--- config.mk ---
export PLATFORM = sky130hd
export DESIGN_NAME = double_ended_queue
export DESIGN_NICKNAME = d
export VERILOG_FILES = /design/src/hdl/deq_pkg.sv /design/src/hdl/double_ended_queue.sv
export VERILOG_INCLUDE_DIRS = /design/src /design/src/hdl
export SDC_FILE = /design/constraint.sdc
export NUM_CORES = 1
export LEC_CHECK = 0
export ABC_AREA = 0
export BUFFER_PORTS_ARGS = -buffer_cell sky130_fd_sc_hd__buf_4
export CAP_MARGIN = 20
export CORE_ASPECT_RATIO = 0.7
export CORE_MARGIN = 2
export CORE_UTILIZATION = 42
export CTS_CLUSTER_DIAMETER = 50
export CTS_CLUSTER_SIZE = 24
export DETAILED_ROUTE_END_ITERATION = 12
export GPL_ROUTABILITY_DRIVEN = 0
export SLEW_MARGIN = 20
export SYNTH_ARGS = -nofsm -noshare
export SYNTH_HDL_FRONTEND = slang
export SYNTH_SLANG_ARGS = --single-unit
--- constraint.sdc ---
create_clock -name aclk -period 7.85 [get_ports aclk]
set_input_delay 0.3925 -clock aclk [delete_from_list [all_inputs] [get_ports aclk]]
set_output_delay 0.3925 -clock aclk [all_outputs]
set_load 0.01 [all_outputs]
--- src/hdl/double_ended_queue_defines.svh ---
// Assertion macros for the double-ended queue.
`ifndef DOUBLE_ENDED_QUEUE_DEFINES_SVH
`define DOUBLE_ENDED_QUEUE_DEFINES_SVH

// Same-cycle implication, sampled on aclk, off during reset.
`define DEQ_ASSERT_IMP(label, ante, cons, msg) \
    label: assert property (@(posedge aclk) disable iff (!aresetn) (ante) |-> (cons)) \
        else $error(msg);

// Next-cycle implication, sampled on aclk, off during reset.
`define DEQ_ASSERT_NXT(label, ante, cons, msg) \
    label: assert property (@(posedge aclk) disable iff (!aresetn) (ante) |=> (cons)) \
        else $error(msg);

`endif

--- src/hdl/deq_pkg.sv ---
// Types, constants and pointer helpers for the double-ended queue.
package deq_pkg;

    localparam int DEPTH    = 16;
    localparam int PTR_W    = (DEPTH > 1) ? $clog2(DEPTH) : 1;
    localparam int CNT_W    = $clog2(DEPTH + 1);
    localparam int KIND_W   = 2;
    localparam int WORD_W   = 64;
    localparam int BYTES_W  = 4;
    localparam int STATUS_W = 2;
    localparam int COUNT_W  = 5;

    typedef enum logic [KIND_W-1:0] {
        KIND_PUSH_BACK  = 2'd0,
        KIND_PUSH_FRONT = 2'd1,
        KIND_POP_BACK   = 2'd2,
        KIND_POP_FRONT  = 2'd3
    } kind_t;

    typedef enum logic [STATUS_W-1:0] {
        STATUS_DONE  = 2'd0,
        STATUS_EMPTY = 2'd1,
        STATUS_FULL  = 2'd2
    } status_t;

    typedef logic [PTR_W-1:0] ptr_t;
    typedef logic [CNT_W-1:0] cnt_t;

    typedef struct packed {
        logic [WORD_W-1:0]  word;
        logic [BYTES_W-1:0] bytes;
    } entry_t;

    function automatic ptr_t ptr_next(ptr_t p);
        return (p == ptr_t'(DEPTH - 1)) ? '0 : p + ptr_t'(1);
    endfunction

    function automatic ptr_t ptr_prev(ptr_t p);
        return (p == '0) ? ptr_t'(DEPTH - 1) : p - ptr_t'(1);
    endfunction

    // Count as seen on the result port: low COUNT_W bits of the held count.
    function automatic logic [COUNT_W-1:0] count_field(cnt_t c);
        logic [31:0] wide;
        wide = 32'(c);
        return wide[COUNT_W-1:0];
    endfunction

endpackage

--- src/hdl/double_ended_queue.sv ---
// Double-ended queue of 64-bit words with byte lengths, held in a ring store.
`include "double_ended_queue_defines.svh"

// Each word is one operation (push back, push front, pop back, pop front) and gives
// exactly one result word: popped payload and length (zero unless a pop succeeded),
// status, and the entry count after the operation. A pop on an empty queue and a push
// on a full queue leave the queue untouched and report empty or full. Pushes and
// rejected operations load the result register when taken; a pop that succeeds reads
// memory into a read register first. The next word is taken once any earlier pop has
// returned its data and the result register is free or being drained in that cycle.
// The memory needs no clearing after reset: only written entries are ever read.
module double_ended_queue (
    input  logic                          aclk,
    input  logic                          aresetn,
    input  logic                          s_valid,
    output logic                          s_ready,
    input  logic [deq_pkg::KIND_W-1:0]    s_kind,
    input  logic [deq_pkg::WORD_W-1:0]    s_data_word,
    input  logic [deq_pkg::BYTES_W-1:0]   s_data_bytes,
    output logic                          m_valid,
    input  logic                          m_ready,
    output logic [deq_pkg::WORD_W-1:0]    m_out_word,
    output logic [deq_pkg::BYTES_W-1:0]   m_out_bytes,
    output logic [deq_pkg::STATUS_W-1:0]  m_status,
    output logic [deq_pkg::COUNT_W-1:0]   m_entry_count
);
    import deq_pkg::*;

    entry_t entry_mem [DEPTH];
    entry_t rd_data_reg;

    ptr_t front_reg, front_next;
    ptr_t back_reg,  back_next;
    cnt_t count_reg, count_next;
    logic busy_reg,  busy_next;
    logic m_valid_reg, m_valid_next;

    logic [WORD_W-1:0]   out_word_reg,  out_word_next;
    logic [BYTES_W-1:0]  out_bytes_reg, out_bytes_next;
    status_t             status_reg,    status_next;
    logic [COUNT_W-1:0]  out_count_reg, out_count_next;

    kind_t   kind;
    logic    accept;
    logic    full;
    logic    empty;
    logic    wr_en;
    logic    rd_en;
    ptr_t    slot;
    status_t op_status;

    assign kind    = kind_t'(s_kind);
    assign s_ready = !busy_reg && (!m_valid_reg || m_ready);
    assign accept  = s_valid && s_ready;
    assign full    = (count_reg == cnt_t'(DEPTH));
    assign empty   = (count_reg == '0);

    // Operation decode: pointer moves and the single memory access
    always_comb begin
        front_next = front_reg;
        back_next  = back_reg;
        count_next = count_reg;
        wr_en      = 1'b0;
        rd_en      = 1'b0;
        slot       = front_reg;
        op_status  = STATUS_DONE;
        if (accept) begin
            case (kind)
                KIND_PUSH_BACK: begin
                    if (full) begin
                        op_status = STATUS_FULL;
                    end else begin
                        slot       = back_reg;
                        back_next  = ptr_next(back_reg);
                        count_next = count_reg + cnt_t'(1);
                        wr_en      = 1'b1;
                    end
                end
                KIND_PUSH_FRONT: begin
                    if (full) begin
                        op_status = STATUS_FULL;
                    end else begin
                        slot       = ptr_prev(front_reg);
                        front_next = ptr_prev(front_reg);
                        count_next = count_reg + cnt_t'(1);
                        wr_en      = 1'b1;
                    end
                end
                KIND_POP_BACK: begin
                    if (empty) begin
                        op_status = STATUS_EMPTY;
                    end else begin
                        slot       = ptr_prev(back_reg);
                        back_next  = ptr_prev(back_reg);
                        count_next = count_reg - cnt_t'(1);
                        rd_en      = 1'b1;
                    end
                end
                KIND_POP_FRONT: begin
                    if (empty) begin
                        op_status = STATUS_EMPTY;
                    end else begin
                        slot       = front_reg;
                        front_next = ptr_next(front_reg);
                        count_next = count_reg - cnt_t'(1);
                        rd_en      = 1'b1;
                    end
                end
                default: begin
                    op_status = STATUS_DONE;
                end
            endcase
        end
    end

    // Result register: loaded at accept, or in the cycle after accept for a pop
    always_comb begin
        busy_next      = rd_en;
        m_valid_next   = m_valid_reg && !m_ready;
        out_word_next  = out_word_reg;
        out_bytes_next = out_bytes_reg;
        status_next    = status_reg;
        out_count_next = out_count_reg;
        if (busy_reg) begin
            m_valid_next   = 1'b1;
            out_word_next  = rd_data_reg.word;
            out_bytes_next = rd_data_reg.bytes;
            status_next    = STATUS_DONE;
            out_count_next = count_field(count_reg);
        end else if (accept && !rd_en) begin
            m_valid_next   = 1'b1;
            out_word_next  = '0;
            out_bytes_next = '0;
            status_next    = op_status;
            out_count_next = count_field(count_next);
        end
    end

    always_ff @(posedge aclk) begin
        if (wr_en) begin
            entry_mem[slot] <= '{word: s_data_word, bytes: s_data_bytes};
        end
        if (rd_en) begin
            rd_data_reg <= entry_mem[slot];
        end
    end

    always_ff @(posedge aclk) begin
        if (!aresetn) begin
            front_reg   <= '0;
            back_reg    <= '0;
            count_reg   <= '0;
            busy_reg    <= 1'b0;
            m_valid_reg <= 1'b0;
        end else begin
            front_reg   <= front_next;
            back_reg    <= back_next;
            count_reg   <= count_next;
            busy_reg    <= busy_next;
            m_valid_reg <= m_valid_next;
        end
    end

    always_ff @(posedge aclk) begin
        out_word_reg  <= out_word_next;
        out_bytes_reg <= out_bytes_next;
        status_reg    <= status_next;
        out_count_reg <= out_count_next;
    end

    assign m_valid       = m_valid_reg;
    assign m_out_word    = out_word_reg;
    assign m_out_bytes   = out_bytes_reg;
    assign m_status      = status_reg;
    assign m_entry_count = out_count_reg;

    // Ring invariant: back sits count entries past front
    logic [PTR_W:0] ring_sum;
    logic [PTR_W:0] ring_wrap;
    logic           ring_ok;

    assign ring_sum  = {1'b0, front_reg} + (PTR_W + 1)'(count_reg);
    assign ring_wrap = (ring_sum >= (PTR_W + 1)'(DEPTH)) ? ring_sum - (PTR_W + 1)'(DEPTH)
                                                         : ring_sum;
    assign ring_ok   = (ring_wrap == {1'b0, back_reg});

    `DEQ_ASSERT_IMP(a_count_bound, 1'b1, count_reg <= cnt_t'(DEPTH), "count above depth")
    `DEQ_ASSERT_IMP(a_ring_ok, 1'b1, ring_ok, "front, back and count disagree")
    `DEQ_ASSERT_NXT(a_pop_busy, rd_en, busy_reg && !s_ready, "pop read not held off")
    `DEQ_ASSERT_NXT(a_pop_result, busy_reg, m_valid_reg && status_reg == STATUS_DONE,
                    "pop data not delivered")

endmodule

==> results of run 1 <==
## final timing paths
kind | from | slack (ns) | cells past startpoint | end
max | busy_reg | 1.88 | 8 | entry_mem[2][19]
min | s_data_word[39] | 0.05 | 1 | entry_mem[12][43]
max reg2reg | busy_reg | 1.88 | 8 | entry_mem[2][19]
min reg2reg | m_status[1] | 0.51 | 1 | m_status[1]
## cell usage after synthesis, types with 5 or more instances
cell      count
nor3_1        7
or3_1        70
ha_1          7
clkbuf_1    187
buf_1        17
dfxtp_1      17
inv_1        12
xnor2_1       6
edfxtp_1   1229
a31oi_1       5
and2_1       78
nand2_1     159
a211oi_1    204
a311o_1      68
nor2_1       25
nand3_1      79
and3_1      204
a221oi_1    136
mux2i_1     138
a21oi_1     148
buf_2        49
o32ai_1      70
o21ai_0      82
## layer usage
metal  share of wire (%)  routed length, um
met3                 7.8               9919
met1                  46              58130
met2                  44              56520
met5               0.011                 14
met4                 2.0               2509
## cells by family after synthesis
kind of cell,share of synthesized area (%)
simple gates,7.178
xor+xnor,0.1432
flops,76.13
fa+ha+maj,0.1790
buf+inv,2.299
mux,2.854
compound gates,11.22
## area by class of cell
cell class	instances	area, um2
Fill cell	9614	59150
Tap cell	1537	1923
Clock inverter	84	1144
Inverter	12	47.55
Clock buffer	106	2610
Antenna cell	1	2.502
Multi-Input combinational cell	1538	10770
Timing Repair Buffer	276	2399
Sequential cell	1246	37250
## per-stage QoR
stage	cells	worst slack, ns
after floorplan	3057	1.481
after global placement	4538	2.003
after detailed placement	4539	1.932
after CTS	4797	1.925
after global routing	4799	1.700
final	4800	1.884
## critical path, cell delays in order (launching register included)
cell,delay [ns]
dfxtp_2,0.76
buf_4,0.58
or3_1,0.53
a31oi_1,0.14
a32oi_4,0.97
nand2_4,0.73
buf_4,0.53
nor2_4,0.73
buf_12,0.41
## power by group through the flow
stage | clock [mW] | combinational, mW | sequential, mW
after floorplan | 0 | 3.02 | 8.33
after global placement | 0 | 4.77 | 8.30
after detailed placement | 0 | 4.83 | 8.31
after CTS | 5.68 | 4.88 | 8.17
after global routing | 5.92 | 5.27 | 8.21
final | 5.57 | 4.89 | 8.16
==> impl_metrics.ini, run 1 <==
[cts]
clk_latency_ns = 0.73
htree_levels = 3
cts-root-buf = clkbuf_16
cts_tree = yes
cts_setup_buffers = 0
ctsHoldBuffers = 68
clock_sinks = 1246
clk_pin_slew_ns = 0.08
ctsResizeCount = 0
cts_made_buffers = 101
cts_buffer_depth = 3

[place]
io_buffer_count = 150
placed_cell_area_mm2 = 0.05165
hpwl_um = 68640

[timing]
fmax_mhz = 167.6
slew_headroom_pct = 22.32
rsz0062_at_grt = false
fin_crit_ns = 5.966
setup_tns_ns = 0
worstMarginPinSlew_ns = 1.165
fin_crit_sh_pct = 75.99
fin_skew_ns = 0.02929
finalSetupViolations = 0
slew_viol_final = 0
hold_slack_ns = 0.04815
finalHoldViolations = 0

[synth]
synth_top_area_share_pct = 75.43
synth_cell_types = 59
syn-num-nets = 3138
synth_cells = 3057
synth_edf_count = 1229
avgSynthCellArea_um2 = 16.00
syn_area_mm2 = 0.04893
ys_warn_count = 0
async_reset_ff_share_pct = 0
synthFlopType = edfxtp_1
synthTopCellsByArea = edfxtp_1, a211oi_1, mux2i_1
yosysTopAreaCell = edfxtp_1
synth_seq_area_share_pct = 76.13
yosys_register_bits = 1246

[pwr]
p_clk_share_pct = 29.9
internal_power_mw = 12.36
peakVddDrop_mv = 0.2256
switchingPower_mw = 6.266
pwr-share-seq_pct = 43.8
p_per_area_mw_per_mm2 = 331.7
pwr-share-comb_pct = 26.3
power_switching_share_pct = 33.64
power_mw = 18.62
cellLeakagePower_nw = 18.79

[route]
postRouteWirelength_um = 127100
drcViolationCount = 0
wl_per_cell_um = 26.48
vias_per_cell = 6.010
drt-initial-drc-count = 3575
drt_pass1_iterations = 6
vias = 28850
antenna_left = 0

[worst_setup_path]
path_class = reg -> reg
required_ns = 8.21
cp.arrival_ns = 6.33
startpoint_type = register
crit_path_end_kind = register
critPathMaxFanout = 48

[finish]
area_growth_pct = 14.75
layout_commonest_cell = edfxtp_1
final_area_mm2 = 0.05615
drive_gt1_share_pct = 13.34
nets = 3256
largest_reg_flops = 1088
layout_common_cells = edfxtp_1, and3_1, a211oi_1, buf_4, nand2_1
fin_util_pct = 48.70

[grt]
grtUsageMet3_pct = 3.053
grt_overflow = 0
grt_start_max_net_pins = 112
met1_usage_pct = 32.54
antenna_found_initial = 3
grt_usage_pct = 21.13
grtUsageMet2_pct = 31.84
grt-busiest-layer = met1
grt_pass1_wl_um = 189000
grt_pass1_vias = 28020

[floorplan]
fp-row-count = 104
die_width_um = 411.9
io_pins = 151
core_area_mm2 = 0.1153
dieArea_mm2 = 0.1193
die_height_um = 289.6
initial_utilization_pct = 42.44

[job]
maxCapViolCount = 0

[outcome]
status = finished, final reports clean

[hold_path]
hold_class = in -> reg
No activity file was read; power rests on OpenSTA's default activity.
==> run 2: changes to the inputs <==
==> constraint.sdc (replaced) <==
create_clock -name aclk -period 5.4 [get_ports aclk]
set_input_delay 0.27 -clock aclk [delete_from_list [all_inputs] [get_ports aclk]]
set_output_delay 0.27 -clock aclk [all_outputs]
set_load 0.01 [all_outputs]
==> impl_metrics.ini, run 2 (synthesized netlist as in run 1, its figures left out) <==
[worst_setup_path]
critPathMaxFanout = 105
crit_path_end_kind = register
path_class = reg -> reg
startpoint = count_reg[0]
crit_path_top_delay_cell = or2_4
crit_path_max_incr_delay_ns = 0.59
required_ns = 5.87
worst_path_dominant_cell_family = simple AND/OR/NAND/NOR gates
startpoint_type = register
r2r_start = count_reg[0]
crit_buf_inv = 2
cp.arrival_ns = 4.99
crit_chain = inv_1 -> ha_1 -> and4bb_1 -> a2111oi_4 -> or2_4 -> nand2_8 -> buf_12 -> a211oi_1 -> o32ai_1 -> or3_1

[cts]
ctsResizeCount = 0
cts-root-buf = clkbuf_16
clk_latency_ns = 0.73
cts_made_buffers = 99
htree_levels = 3
cts_tree = yes
clock_sinks = 1246
clk_pin_slew_ns = 0.09
cts_buffer_depth = 3

[timing]
finalSetupViolations = 0
slew_viol_final = 0
setup_tns_ns = 0
fin_crit_sh_pct = 83.65
hold_slack_ns = 0.1499
finalHoldViolations = 0
fin_crit_ns = 4.517
worst_slack_ns = 0.8830
fmax_mhz = 221.4
slew_headroom_pct = 36.40
worstMarginPinSlew_ns = 0.9540
fin_skew_ns = 0.04490
rsz0062_at_grt = false

[route]
antenna_left = 0
vias_per_cell = 6.093
vias = 29320
drcViolationCount = 0
postRouteWirelength_um = 131600
wl_per_cell_um = 27.36
drt_pass1_iterations = 5
drt-initial-drc-count = 3307

[finish]
area_growth_pct = 15.24
drive_gt1_share_pct = 13.48
nets = 3270
largest_reg_flops = 1088
fin_util_pct = 48.90
fillers = 9530
layout_common_cells = edfxtp_1, and3_1, a211oi_1, buf_4, nand2_1
layout_commonest_cell = edfxtp_1

[grt]
grt_start_max_net_pins = 206
grt_pass1_wl_um = 194000
antenna_found_initial = 8
grt_pass1_vias = 28800
grt_usage_pct = 21.88
grt_overflow = 0

[pwr]
p_clk_share_pct = 29.0
internal_power_mw = 17.75
cellLeakagePower_nw = 18.87
power_mw = 26.85
p_per_area_mw_per_mm2 = 476.2
peakVddDrop_mv = 0.4704
pwr-share-seq_pct = 44.1
pwr-share-comb_pct = 26.9
power_switching_share_pct = 33.89
switchingPower_mw = 9.101

[place]
pre_cts_ws_ns = 0.9367
io_buffer_count = 150
hpwl_um = 64980

[floorplan]
initial_utilization_pct = 42.44
core_area_mm2 = 0.1153
fp-row-count = 104
die_width_um = 411.9
dieArea_mm2 = 0.1193
die_height_um = 289.6
io_pins = 151

[hold_path]
hold_class = in -> reg
hold_start = s_kind[1]

[job]
maxCapViolCount = 0

[outcome]
status = finished, final reports clean
==> run 2: changes by cell type in the layout (fill, tap and decap cells not counted), sizes merged <==
cell,before,now
buf,208,222
inv,49,43
bufinv,6,2
clkbuf,106,101
diode,1,3
dlygate4sd3,68,70
clkinv,35,43
==> run 2: final timing paths <==
path	cells after the start	endpoint	slack (ns)
max reg2reg	10	rd_data_reg[50]	0.88
min reg2reg	1	m_status[1]	0.50
max	10	rd_data_reg[50]	0.88
min	3	m_status[0]	0.15
==> run 2: metrics by stage <==
stage | cell area (um2) | instances
5_1_grt | 56370 | 4808
4_1_cts | 56350 | 4807
6_report | 56380 | 4811
3_3_place_gp | 52060 | 4554
2_1_floorplan | 48930 | 3057
3_5_place_dp | 52070 | 4554
==> run 2: cell type report <==
cell class              instances  area (um2)  share of cell area, %
clock buffers                 101        2506                  4.445
flip-flops and latches       1246       37250                  66.06
repair buffers                292        2780                  4.931
multi-input cells            1538       10790                  19.14
diodes                          3       7.507                0.01331
clock inverters                82        1077                  1.911
inverters                      12       47.55                0.08433
well taps                    1537        1923                  3.411
==> run 2: power by group through the flow <==
stage	Clock, mW	Sequential (mW)	Combinational [mW]
after CTS	7.94	11.9	7.19
after detailed placement	0	12.1	7.14
after floorplan	0	12.1	4.39
after global placement	0	12.1	6.96
final	7.78	11.9	7.22
after global routing	8.29	11.9	7.77
==> run 2: layer usage <==
metal  vias to the layer above  GRT usage, %  part of all wire, %  routed length (um)
li1                      12660             -                    -                   -
met1                     15080         32.02                   43               57170
met2                      1372         34.21                   46               61050
met3                       198         3.865                  8.3               10980
met4                        10         5.128                  1.8                2379
met5                         -             0                0.042                  55
==> run 2: tightest hold or removal path, delay by kind of cell <==
family | cells | cell delay [ns]
buffers and inverters | 1 | 0.21
and+or+nand+nor | 2 | 0.31
==> run 2: timing repair <==
item,4_1_cts,5_1_grt
hold buffers,70,0
endpoints found under the hold margin,1103,0
setup buffers,0,0
